===== src/hdl/chm_pkg.sv =====
package chm_pkg;

    localparam int BUCKETS = 64;
    localparam int NODES   = 256;

    localparam int B_W     = (BUCKETS > 1) ? $clog2(BUCKETS) : 1;
    localparam int IDX_W   = $clog2(NODES);
    localparam int PTR_W   = $clog2(NODES + 1);
    localparam int DIV_W   = $clog2(BUCKETS + 1);
    localparam int BC_W    = 7;
    localparam int CNT_W   = 9;
    localparam int CHUNK   = (NODES < 32) ? NODES : 32;
    localparam int CHUNKS  = NODES / CHUNK;
    localparam int CH_W    = (CHUNKS > 1) ? $clog2(CHUNKS) : 1;
    localparam int CI_W    = $clog2(CHUNK);

    localparam logic [PTR_W-1:0] PTR_NULL  = PTR_W'(NODES);
    localparam logic [BC_W-1:0]  BC_RESET  = BC_W'(64);

    typedef enum logic [1:0] {
        OP_PUT    = 2'd0,
        OP_GET    = 2'd1,
        OP_REMOVE = 2'd2,
        OP_CLEAR  = 2'd3
    } t_op;

    typedef enum logic [1:0] {
        ST_OK   = 2'd0,
        ST_FAIL = 2'd1,
        ST_FULL = 2'd2
    } t_status;

    typedef enum logic [3:0] {
        S_IDLE,
        S_HASH,
        S_HEAD,
        S_START,
        S_FETCH,
        S_CHECK,
        S_ALLOC,
        S_LINK,
        S_DONE
    } t_state;

    typedef struct packed {
        logic [1:0]         opcode;
        logic signed [31:0] key;
        logic [31:0]        value_in;
    } t_in;

    typedef struct packed {
        logic [1:0]       status;
        logic             found;
        logic [31:0]      value_out;
        logic [CNT_W-1:0] entry_count;
    } t_out;

    typedef struct packed {
        logic             start;
        logic             clear;
        logic             take;
        logic             give_back;
        logic [IDX_W-1:0] idx;
    } t_alloc_ctl;

    typedef struct packed {
        logic             done;
        logic             ok;
        logic [IDX_W-1:0] idx;
    } t_alloc_res;

endpackage


===== src/hdl/chm_alloc.sv =====
module chm_alloc (
    input  logic                  i_clk,
    input  logic                  i_rst_n,
    input  chm_pkg::t_alloc_ctl   i_ctl,
    output chm_pkg::t_alloc_res   o_res
);
    import chm_pkg::*;

    logic [NODES-1:0] r_free;
    logic             r_busy;
    logic [CH_W-1:0]  r_chunk;
    logic [CHUNK-1:0] w_bits;
    logic             w_any;
    logic [CI_W-1:0]  w_pos;

    assign w_bits = r_free[r_chunk * CHUNK +: CHUNK];

    always_comb begin
        w_any = 1'b0;
        w_pos = '0;
        for (int i = CHUNK - 1; i >= 0; i--) begin
            if (w_bits[i]) begin
                w_any = 1'b1;
                w_pos = CI_W'(i);
            end
        end
    end

    always_ff @(posedge i_clk) begin
        if (!i_rst_n) begin
            r_free <= '1;
            r_busy <= 1'b0;
        end else begin
            if (i_ctl.clear)
                r_free <= '1;
            else if (i_ctl.take)
                r_free[i_ctl.idx] <= 1'b0;
            else if (i_ctl.give_back)
                r_free[i_ctl.idx] <= 1'b1;
            if (i_ctl.start) begin
                r_busy  <= 1'b1;
                r_chunk <= '0;
            end else if (r_busy) begin
                if (w_any || r_chunk == CH_W'(CHUNKS - 1))
                    r_busy <= 1'b0;
                else
                    r_chunk <= r_chunk + 1'b1;
            end
        end
    end

    assign o_res.done = r_busy && (w_any || r_chunk == CH_W'(CHUNKS - 1));
    assign o_res.ok   = w_any;
    assign o_res.idx  = IDX_W'({r_chunk, w_pos});

endmodule


===== config.mk =====
export PLATFORM = sky130hd
export DESIGN_NAME = chm_alloc
export DESIGN_NICKNAME = d
export VERILOG_FILES = /design/src/hdl/chm_pkg.sv /design/src/hdl/chm_alloc.sv
export SDC_FILE = /design/constraint.sdc
export NUM_CORES = 1
export LEC_CHECK = 0
export ABC_AREA = 1
export BUFFER_PORTS_ARGS = -buffer_cell sky130_fd_sc_hd__buf_2
export CAP_MARGIN = 30
export CORE_ASPECT_RATIO = 1.25
export CORE_UTILIZATION = 55
export DETAILED_ROUTE_END_ITERATION = 10
export GPL_ROUTABILITY_DRIVEN = 0
export HOLD_SLACK_MARGIN = 0.15
export PLACE_DENSITY = 0.82
export SETUP_SLACK_MARGIN = 0.1
export SLEW_MARGIN = 20
export SYNTH_ARGS = -nofsm -noshare
export SYNTH_HDL_FRONTEND = slang
export SYNTH_SLANG_ARGS = --single-unit

===== constraint.sdc =====
create_clock -name i_clk -period 4.3 [get_ports i_clk]
set_input_delay 0.215 -clock i_clk [delete_from_list [all_inputs] [get_ports i_clk]]
set_output_delay 0.215 -clock i_clk [all_outputs]
set_load 0.02 [all_outputs]

### Word level (Yosys, flattened, before mapping)

Index checks and enable logic that the tools add are counted.

| word-level totals | value |
|---|---|
| bits of input ports | 14 |
| register bits | 260 |
| word-level logic and storage cells | 93 |

| cells by class | value |
|---|---|
| bitwise logic cells | 4 |
| $add $sub $neg | 1 |
| magnitude comparators | 2 |
| shift operators | 1 |
| equal/unequal tests | 2 |
| reductions and logical operators | 7 |
| multiplexer cells | 73 |

Operators with widths:

| cell | number |
|---|---|
| 256-bit two-way mux | 2 |
| 256-bit AND | 1 |
| 256-bit inverter | 1 |
| 256-bit bitwise OR | 1 |
| 256-bit by 9-bit variable part select with 32-bit output | 1 |
| 5-bit two-way mux | 32 |
| 1-bit two-way mux | 36 |
| 8-bit by 9-bit less-than comparator with 1-bit output, second input constant | 1 |
| 1-bit demux with 8-bit select | 1 |
| 8-bit by 1-bit >= comparator with 1-bit output, second input constant | 1 |
| 3-bit two-way mux | 2 |
| 2-bit nonzero test | 2 |
| 3-bit by 1-bit adder with 3-bit output, second input constant | 1 |
| 3-bit equality test, second input constant | 1 |
| 3-bit AND reduction | 1 |
| 1-bit logical AND | 2 |
| 2-bit != test, second input constant | 1 |
| 2-bit OR reduction | 1 |
| 1-bit logical OR | 1 |
| 1-bit inverter | 1 |

### Longest topological paths before layout

| logic depth | value |
|---|---|
| depth after elaboration | 37 |
| mapped depth | 37 |
| gate-level depth less buffers | 36 |

### Worst setup path after synthesis

OpenSTA, ideal clock, no wires.

| path | value |
|---|---|
| path kind | register -> register |
| from | register r_chunk[0] |
| to | register r_chunk[0], enable pin |
| cell stages (with the launch flop) | 18 |
| clock period less this slack | 2,899 ps |
| slack | 1,401 ps |
| data arrival time | 2,580 ps |
| cells stage by stage | edfxtp_1 buf_2 buf_6 buf_6 buf_2 buf_2 o21ai_0 o22ai_1 nand2_1 nand2_1 nor2_1 nand2_1 nor2_1 nand4_1 or2_1 nor2_1 nor2_1 nor2_1 |

| on the way | value |
|---|---|
| cells in the longest elaborated chain, start to end | 36 |
| elaborated cells between the ends (all ways) | 37 |
| those cells by class | 2 x eq/ne; 1 x shift; 32 x mux; 2 x reduce/logical |

Ends and longest elaborated chain:

| element | RTL line | RTL |
|---|---|---|
| start: declaration | chm_alloc.sv:11 | `logic [CH_W-1:0] r_chunk;` |
| start signal: assignment | chm_alloc.sv:47 | `r_chunk <= r_chunk + 1'b1;` |
| 256-bit by 9-bit variable part select with 32-bit output * | chm_alloc.sv:16 | `assign w_bits = r_free[r_chunk * CHUNK +: CHUNK];` |
| 1-bit two-way mux (31 in a row) | chm_alloc.sv:22 | `if (w_bits[i]) begin` |
| 1-bit two-way mux * | chm_alloc.sv:22 |  |
| via w_any | chm_alloc.sv:13 | `logic w_any;` |
| 1-bit logical OR * | chm_alloc.sv:44 | `if (w_any \|\| r_chunk == CH_W'(CHUNKS - 1))` |
| 2-bit != test (no source line) * | - |  |
| 3-bit AND reduction (no source line) * | - |  |

Mark *: on every way through the listed nets, which the timed path passes. The rest lies on a longest branch.
A chain may end at the register's enable or synchronous reset.

==> impl_results.md <==
- Post-layout minimum cycle time: 3.88 ns
- Number of detailed-route iterations in the first pass: 5
- Maximum clock skew at final layout: 0.0184 ns
- Setup TNS: 0 ns
- Required arrival time at the worst endpoint: 4.09 ns
- Slew of the pin with the lowest slew margin: 1.04 ns
- Mean instance size in the synthesized netlist: 7.66 µm²
- Cell count after synthesis: 1632
- Setup ws final: 0.419 ns
- Share of the synthesized area in the top cell type: 0.411
- Count of vias placed by the detailed router: 12037
- Final-report max-slew violation count: 0
- Area overhead of the layout relative to synthesis: 8.44%
- Lkg Pwr: 4.88 nW
- Total of fill cells in the finished design: 1902
- Mapped cell area: 12500 µm²
- Root buffer cell: clkbuf_16
- Library cell occupying the most area in the post-synthesis netlist: dfxtp_1
- Number of antenna violations at the first check in global routing: 0
- Reg2reg path depth: 17
- N_diodes: 0
- Final cell area excluding filler cells: 13600 µm²
- Maximum number of pins on one net before global-route repair: 257
- Post-synth cell types: 30
- Hold crit path type: in -> reg
- Maximum clock path buffer count: 3
- Kind of critical path: reg -> out
- Total power per unit cell area: 367 nW/µm²
- Starting density of the core: 0.561
- Worst vdd ir: 0.000281 V
- Vertical extent of the die: 171 µm
- Startpoint type of the worst setup path: flop
- Final setup viols: 0
- Worst slack at placement: 0.792 ns
- Commonest cells after routing, fill and taps aside: o21ai_0, dfxtp_1, o311ai_0, nor2_1, inv_1
- Count of maximum capacitance violations: 0
- First-pass GRT wire length: 54200 µm
- Relative slew margins: 0.309
- Core region area: 22300 µm²
- Clock tree from TritonCTS: yes
- Final period utilization: 0.902
- Die Area: 23400 µm²
- Number of sinks handled by clock tree synthesis: 260
- CTS Buf Count: 25
- Remaining global-route overflow: 0
- Num rows: 61
- Total DRC errors in the routed layout: 0
- Achievable clock frequency: 0.258 GHz
- Critical path endpoint category: output pin
- Fraction of final layout cells sized beyond drive strength 1: 0.0751
- RSZ-0062 raised after global routing: false
- Fin nets: 1542
- Number of hold violations in the final report: 0
- Synthesized net count: 1648
- Hold slack final: 0.231 ns
- WL/cell: 18.9 µm
- Highest fanout seen on the critical path: 40
- Main area contributors after synthesis: dfxtp_1, o311ai_0, o21ai_0, nor2_1, clkbuf_1
- Worst hold path stage count: 3
- Clock transition at path regs: 0.06 ns
- Run status: completed
- Tot GR Track Use: 0.286
- Number of buffer cells added on primary ports: 23
- CTS H-tree lvls: 1
- Detailed placer's ending HPWL: 17700 µm
- Drt total wl: 34500 µm
- Number of DRC markers in iteration 0: 1465
- Remaining antenna violation count: 0
- Most common cell after layout, fill and taps aside: o21ai_0
- Insertion delay to the later sink of the worst-skew pair: 0.54 ns
- Synth Register Bits: 260
- Share of the yosys chip area belonging to registers: 0.419
- I/O pin total: 24
- Arrival time of data at the critical path endpoint: 3.67 ns
- Routed via count divided by cell count: 6.59
- Post-place instance area: 12300 µm²
- Die X-Extent: 137 µm
- Via count of the first global-routing pass: 10643
- Syn. warnings: 0
## synthesized netlist by cell type (all sizes together)
cell type	instances
a21boi	1
a21oi	4
a31oi	3
buf	37
clkbuf	163
dfxtp	257
edfxtp	3
ha	2
inv	126
mux2i	3
nand2	97
nand3	12
nand4	1
nor2	199
nor3	2
nor4	1
o211ai	1
o21ai	408
o221ai	1
o22ai	53
o311ai	256
o31ai	1
or2	1
## worst max-delay path: stages, from the launching register on
cell	delay (ns)
edfxtp_1	0.44
inv_2	0.37
buf_6	0.40
o21ai_0	0.15
o22ai_1	0.13
inv_1	0.05
o21ai_1	0.28
nor2_1	0.08
inv_1	0.10
a31oi_1	0.07
o21ai_0	0.25
a21oi_1	0.09
o21ai_0	0.16
nand2_1	0.07
a21boi_0	0.24
buf_2	0.22
## worst paths after layout
check | start | endpoint | slack, ns
worst max-delay path | r_chunk[1]$_SDFFCE_PP0P_ | o_res[1] | 0.42
worst max register to register | r_chunk[0]$_SDFFCE_PP0P_ | r_busy$_SDFF_PN0_ | 0.87
worst min register to register | flop | flop | 0.49
worst min-delay path | i_rst_n | r_chunk[0]$_SDFFCE_PP0P_ | 0.23
## area by class of cell
| class | count | area, µm² | area share |
|---|---|---|---|
| Clock buffer | 34 | 719 | 0.0530 |
| Multi-Input combinational cell | 1046 | 5960 | 0.439 |
| Clock inverter | 11 | 86.3 | 0.00637 |
| Sequential cell | 260 | 5240 | 0.386 |
| Inverter | 126 | 480 | 0.0354 |
| Timing Repair Buffer | 67 | 727 | 0.0536 |
| Tap cell | 283 | 354 | 0.0261 |
## per-layer routing
metal | routed length [µm] | track usage
met1 | 14800 | 0.394
met2 | 16300 | 0.471
met3 | 2590 | 0.0293
met4 | 756 | 0.0874
met5 | 0 | 0
## repair_timing
action | in CTS | in global routing
resized for setup | 0 | 18
setup endpoints to repair | 0 | 2
hold buffers | 2 | 0
setup buffers | 0 | 11
endpoints found under the hold margin | 4 | 0
## metrics by stage
step | total power, mW | utilization | std cells
floorplan | 2.73 | - | 1632
global placement | 2.81 | 0.549 | 1748
detailed placement | 2.82 | 0.553 | 1751
CTS | 4.94 | 0.590 | 1798
global route | 5.12 | 0.609 | 1827
finish | 4.98 | 0.609 | 1827
## power by group
group          switching [mW]  leakage, nW  total [mW]  internal [mW]
combinational           0.294         2.37       0.390         0.0961
sequential            0.00273         2.11        2.42           2.42
clock                   0.942        0.405        2.17           1.23
total                    1.24         4.88        4.98           3.74
## cell families after synthesis
group | count (synthesis) | share of synthesized area
AOI/OAI and AO/OA | 728 | 0.375
adders and majority gates | 2 | 0.00200
buffers and inverters | 326 | 0.106
DFF | 260 | 0.419
muxes | 3 | 0.00240
and+or+nand+nor | 313 | 0.0961
No activity file was read; power rests on OpenSTA's default activity.
