`src/hdl/chm_pkg.sv`:
```
package chm_pkg;

    localparam int BUCKETS = 64;
    localparam int NODES   = 256;

    localparam int B_W     = (BUCKETS > 1) ? $clog2(BUCKETS) : 1;
    localparam int IDX_W   = $clog2(NODES);
    localparam int PTR_W   = $clog2(NODES + 1);
    localparam int DIV_W   = $clog2(BUCKETS + 1);
    localparam int BC_W    = 7;
    localparam int CNT_W   = 9;
    localparam int CHUNK   = (NODES < 32) ? NODES : 32;
    localparam int CHUNKS  = NODES / CHUNK;
    localparam int CH_W    = (CHUNKS > 1) ? $clog2(CHUNKS) : 1;
    localparam int CI_W    = $clog2(CHUNK);

    localparam logic [PTR_W-1:0] PTR_NULL  = PTR_W'(NODES);
    localparam logic [BC_W-1:0]  BC_RESET  = BC_W'(64);

    typedef enum logic [1:0] {
        OP_PUT    = 2'd0,
        OP_GET    = 2'd1,
        OP_REMOVE = 2'd2,
        OP_CLEAR  = 2'd3
    } t_op;

    typedef enum logic [1:0] {
        ST_OK   = 2'd0,
        ST_FAIL = 2'd1,
        ST_FULL = 2'd2
    } t_status;

    typedef enum logic [3:0] {
        S_IDLE,
        S_HASH,
        S_HEAD,
        S_START,
        S_FETCH,
        S_CHECK,
        S_ALLOC,
        S_LINK,
        S_DONE
    } t_state;

    typedef struct packed {
        logic [1:0]         opcode;
        logic signed [31:0] key;
        logic [31:0]        value_in;
    } t_in;

    typedef struct packed {
        logic [1:0]       status;
        logic             found;
        logic [31:0]      value_out;
        logic [CNT_W-1:0] entry_count;
    } t_out;

    typedef struct packed {
        logic             start;
        logic             clear;
        logic             take;
        logic             give_back;
        logic [IDX_W-1:0] idx;
    } t_alloc_ctl;

    typedef struct packed {
        logic             done;
        logic             ok;
        logic [IDX_W-1:0] idx;
    } t_alloc_res;

endpackage

```
`src/hdl/chm_mod.sv`:
```
module chm_mod (
    input  logic                       i_clk,
    input  logic                       i_rst_n,
    input  logic                       i_start,
    input  logic signed [31:0]         i_key,
    input  logic [chm_pkg::DIV_W-1:0]  i_div,
    output logic                       o_done,
    output logic [chm_pkg::B_W-1:0]    o_bucket
);
    import chm_pkg::*;

    logic              r_busy, r_fin, r_neg;
    logic [4:0]        r_cnt;
    logic [31:0]       r_mag;
    logic [DIV_W-1:0]  r_rem, r_div;
    logic [DIV_W:0]    w_t;
    logic [DIV_W-1:0]  w_adj;

    // restoring remainder, one key bit a cycle
    assign w_t   = {r_rem, r_mag[31]};
    assign w_adj = (r_neg && r_rem != '0) ? DIV_W'(r_div - r_rem) : r_rem;

    always_ff @(posedge i_clk) begin
        if (!i_rst_n) begin
            r_busy <= 1'b0;
            r_fin  <= 1'b0;
        end else begin
            r_fin <= 1'b0;
            if (i_start) begin
                r_busy <= 1'b1;
                r_cnt  <= '0;
                r_rem  <= '0;
                r_div  <= i_div;
                r_neg  <= i_key[31];
                r_mag  <= i_key[31] ? 32'(-i_key) : 32'(i_key);
            end else if (r_busy) begin
                r_mag <= {r_mag[30:0], 1'b0};
                r_cnt <= r_cnt + 5'd1;
                if (w_t >= {1'b0, r_div})
                    r_rem <= DIV_W'(w_t - {1'b0, r_div});
                else
                    r_rem <= DIV_W'(w_t);
                if (r_cnt == 5'd31) begin
                    r_busy <= 1'b0;
                    r_fin  <= 1'b1;
                end
            end
        end
    end

    assign o_done   = r_fin;
    assign o_bucket = B_W'(w_adj);

endmodule

```
`config.mk`:
```
export PLATFORM = sky130hd
export DESIGN_NAME = chm_mod
export DESIGN_NICKNAME = d
export VERILOG_FILES = /design/src/hdl/chm_pkg.sv /design/src/hdl/chm_mod.sv
export SDC_FILE = /design/constraint.sdc
export NUM_CORES = 1
export LEC_CHECK = 0
export BUFFER_PORTS_ARGS = -buffer_cell sky130_fd_sc_hd__buf_2
export CAP_MARGIN = 20
export CORE_ASPECT_RATIO = 1.2
export CORE_MARGIN = 2
export CORE_UTILIZATION = 38
export DETAILED_ROUTE_END_ITERATION = 16
export SLEW_MARGIN = 40
export SYNTH_ARGS = -nofsm -noshare
export SYNTH_HDL_FRONTEND = slang
export SYNTH_SLANG_ARGS = --single-unit
```
`constraint.sdc`:
```
create_clock -name i_clk -period 3 [get_ports i_clk]
set_clock_uncertainty 0.1 [all_clocks]
set_input_delay 0.15 -clock i_clk [delete_from_list [all_inputs] [get_ports i_clk]]
set_output_delay 0.15 -clock i_clk [all_outputs]
set_load 0.02 [all_outputs]
```
Word level (Yosys, flattened, before mapping)
Cells that the tools add are included.
{"block": "totals", "word_cells": 32, "inputBits": 42, "out_inout_bits": 7, "register_bits": 54}
{"block": "op_classes", "bitwise": 2, "n_eq_ne": 1, "muxes": 11, "n_reduce_logical": 6, "magnitude_cmp": 1, "addsub": 4}
{"cell": "$mux 32", "n": 3}
{"cell": "$neg 32->32", "n": 1}
{"cell": "$mux 7", "n": 2}
{"cell": "$ge 8x7->1", "n": 1}
{"cell": "$reduce_bool 7->1", "n": 1}
{"cell": "$sub 7x7->7", "n": 1}
{"cell": "$mux 6", "n": 1}
{"cell": "$sub 6x6->6", "n": 1}
{"cell": "$add 5x1->5 const B", "n": 1}
{"cell": "$eq 5x5->1 const B", "n": 1}
{"cell": "$mux 5", "n": 1}
{"cell": "$mux 1", "n": 4}
{"cell": "$reduce_and 2->1", "n": 2}
{"cell": "$reduce_or 3->1", "n": 1}
{"cell": "$not 1->1", "n": 2}
{"cell": "$reduce_bool 2->1", "n": 1}
{"cell": "$logic_and 1x1->1", "n": 1}

Depth between registers and ports, before layout
{"block": "depth", "ltp_word": 4, "mapped_depth": 9, "mapped_depth_nobuf": 9}

Least setup slack after synthesis
No wires, ideal clock.
{"block": "synth_path", "path_kind": "flip-flop to flip-flop", "from": "register r_mag[31]", "to": "register r_rem[1] (data pin)", "path_stages_with_launch": 10, "setup_slack_ns": 0.608, "setup_time_ns": 0.266, "arrival_ns": 2.026, "synth_period_minus_slack_ns": 2.392, "t_required_ns": 2.634, "n_path_buf": 0, "path_cell_list": "edfxtp_1 > inv_1 > ha_1 > inv_1 > fa_1 > a211oi_1 > o21ai_0 > a21oi_2 > mux2i_1 > nor2_1"}
{"block": "synth_between", "elab_chain_len": 3, "word_cells_on_any_way": 4, "cone_classes": "1 x add/sub; 1 x order compare; 2 x mux"}
{"element": "from (decl)", "line": "chm_mod.sv:14", "text": "logic [31:0] r_mag;"}
{"element": "from (signal assigned)", "line": "chm_mod.sv:35", "text": "r_mag <= i_key[31] ? 32'(-i_key) : 32'(i_key);"}
{"element": "from (signal assigned)", "line": "chm_mod.sv:37", "text": "r_mag <= {r_mag[30:0], 1'b0};"}
{"element": "$sub 7x7->7 / $ge 8x7->1 (equally long branches)", "line": "chm_mod.sv:40, chm_mod.sv:39"}
{"element": "$mux 7 *", "line": "chm_mod.sv:39", "text": "if (w_t >= {1'b0, r_div})"}
{"element": "$mux 7 *", "line": "chm_mod.sv:36", "text": "end else if (r_busy) begin"}
{"element": "to (signal assigned)", "line": "chm_mod.sv:40", "text": "r_rem <= DIV_W'(w_t - {1'b0, r_div});"}
{"element": "to (signal assigned)", "line": "chm_mod.sv:42", "text": "r_rem <= DIV_W'(w_t);"}
{"element": "to (decl)", "line": "chm_mod.sv:15", "text": "logic [DIV_W-1:0] r_rem, r_div;"}
Every way passes the cells marked *; elsewhere a longest branch is shown, timed or not. The select of a mux whose other input is x is not followed.
A chain may end at the register's enable or synchronous reset.

Worst setup path in the final report
Same ends and word-level chain as after synthesis.

==> impl_metrics.ini <==
[yosys]
synth_commonest_cells = edfxtp_1 (52), nor2_1 (45), a21oi_1 (32)
synthXorXnorAreaFrac_pct = 8.958
muxShareOfSynthArea_pct = 2.706
synth_cell_type_count = 49
ys_ff_latch = 54
synthArstFlopShare_pct = 0
synth_ff_type = edfxtp_1
syn_avg_cell_area_um2 = 10.43
synth_top_area_share_pct = 45.63
ys_top_cells_by_area = edfxtp_1 (46%), xor2_1 (7.4%), ha_1 (5.5%), nor2_1 (4.9%), a21oi_1 (4.7%)
synth_compound_area_share_pct = 16.38
synth_edf_count = 52
ys_warn_count = 0
synth_cells = 328
synth.net_count = 387
yosysMostFrequentCell = edfxtp_1
ys_seq_area_share_pct = 46.80
netlist_area_um2 = 3422
yosys.area_share.simple_pct = 15.10
synth_top_family_by_area = compound AO/OA/AOI/OAI gates
synth_fa_ha_area_share_pct = 6.654
synth_top_area_cell = edfxtp_1

[power]
peakVddDrop_mv = 0.2687
p_total_mw = 1.828
powerDensity_nw_per_um2 = 462.0
pwr-share-clk_pct = 26.2
seq_power_share_pct = 50.8
p_comb_share_pct = 22.9
leakagePower_nw = 1.554
sw_frac_of_total_pct = 27.80
switching_power_mw = 0.5082
internal_power_mw = 1.320

[timing]
setup_violations = 0
period_share_pct = 89.82
rsz0062_at_grt = no
worst_hold_slack_ns = 0.05020
setup_tns_ns = 0
max_freq_ghz = 0.3711
worstMarginPinSlew_ns = 0.7208
hold_viol = 0
setup_slack_ns = 0.3054
report.final.slew_viol_count = 0
fin_crit_ns = 2.695
relSlewSlack_pct = 51.95

[place]
dpl.cell_count = 484
dp_hpwl_um = 4915
dpl_cell_area_um2 = 3784
place_ws_ns = 0.3168
gp_congestion = 0.7879
port_buffers = 48

[drt]
antenna_left = 0
drcViolationCount = 0
wl_per_cell_um = 13.71
firstDrtPassIters = 5
wl_um = 6829
drtIter0Drc = 86
dr_total_vias = 2585
viasPerCell = 5.191

[critical_path]
reg2regPathDepth = 9
slowest_delay_ns = 0.46
cp.arrival_ns = 2.62
critical_path_class = reg2reg
crit_top_cell = inv_1
crit_chain = inv_1, ha_1, inv_1, fa_1, a211oi_1, o21ai_0, a21oi_2, mux2i_1, nor2_1
slowest_stage = a21oi_2
r2r_setup_slack_ns = 0.31
cp-end-kind = flip-flop
cp.depth = 9
rr_endpoint = r_rem[1]
crit_required_ns = 2.93
r2r-start = r_mag[31]
crit_family = compound AO/OA/AOI/OAI gates
start_kind = flip-flop
path_buf_inv = 2
cp_max_fo = 10

[clocking]
postCtsHoldBufs = 7
cts_resized = 0
post_cts_buffers = 0
clock_path_buffers = 2
cts_root_buf = clkbuf_8
clock_sinks = 54
htreeDepth = 2
clkTransAtPathRegs_ns = 0.09
clkLatencyLatePin_ns = 0.31
cts_tree = yes
cts_buffers = 5

[floorplanning]
start_util_pct = 39.53
die_w_um = 90.63
fp.coreArea_um2 = 8657
die-area_um2 = 9784
io_pins = 49
fp.dieH_um = 108.0
rows = 37

[global_route]
gr-total-overflow = 0
grtUsageTotal_pct = 14.58
antenna_found_initial = 0
grt_pass1_wl_um = 11650
grt_pass1_vias = 2557
grt_max_degree = 76

[outcome]
status = completed

[min_path]
whs_endpoint = r_busy
min_from = i_rst_n
min_path_cells = 3
min_path_type = in2reg

[layout]
fin_util_pct = 45.70
fin_nets = 440
final.fill_count = 849
area_delta_synth_final_pct = 15.61
finish.instance_area_um2 = 3956
antenna_cells = 0
drive_gt1_share_pct = 18.90
fin_cells = 498

[flow_run]
drv_cap = 0
## flip-flops by register name, summed over array words and instances, names as in the netlist
name / flops
r_neg: 1
o_done: 1
r_busy: 1
r_rem: 7
r_mag: 32
r_cnt: 5
r_div: 7
## placed cells by master, fill, tap and decap left out, types with 4 or more instances in the layout
cell           synthesis  final
edfxtp_1              52     52
buf_2                  0     48
nor2_1                45     45
a21oi_1               32     32
xor2_1                29     29
inv_1                 20     20
o21ai_0               16     16
ha_1                  15     15
nand2_1               12     12
o31ai_1               10     10
mux2i_1                7      7
dlygate4sd3_1          0      7
o41ai_1                6      6
xnor2_1                6      6
nor2b_1                6      6
a211oi_1               5      5
clkbuf_8               0      5
nor3_1                 4      4
nand3_1                4      4
## cell families after synthesis
group,after synthesis
and+or+nand+nor,97
AOI/OAI and AO/OA,85
DFF,54
xor gates and xnor gates,35
buffers and inverters,31
adders and majority gates,17
muxes,9
## power groups by stage
stage	logic, mW	clock network [mW]	registers, mW
floorplan	0.296	0	0.937
global placement	0.406	0	0.946
detailed placement	0.415	0	0.947
CTS	0.424	0.497	0.930
global route	0.478	0.517	0.936
finish	0.419	0.480	0.929
## layout make-up
cell class	instances	area, µm²	area share (%)
clock inverters	2	33.78	0.8539
multi-input cells	243	1705	43.11
clock buffers	5	68.82	1.739
well taps	117	146.4	3.700
inverters	20	75.07	1.898
flip-flops and latches	54	1602	40.48
repair buffers	57	325.3	8.223
## routing by layer
metal | global-route usage, % | up-vias | share of wire (%)
li1 | - | 1306 | -
met1 | 18.14 | 1221 | 45
met2 | 25.75 | 52 | 50
met3 | 2.787 | 6 | 3.7
met4 | 4.505 | 0 | 1.0
met5 | 0 | - | 0
## tightest hold or removal path, stage by stage
cell and delay [ns]:
buf_2 0.11, nand2_1 0.07, a21boi_0 0.08
## how the worst max path moves through the flow
stage,from,to,slack [ns]
4_1_cts,r_rem[3],o_bucket[5],0.26
2_1_floorplan,r_mag[31],r_rem[1],0.61
5_1_grt,r_mag[31],r_rem[4],0.02
6_report,r_mag[31],r_rem[1],0.31
3_3_place_gp,r_mag[31],r_rem[1],0.40
3_5_place_dp,r_mag[31],r_rem[1],0.32
No activity file was read; power rests on OpenSTA's default activity.
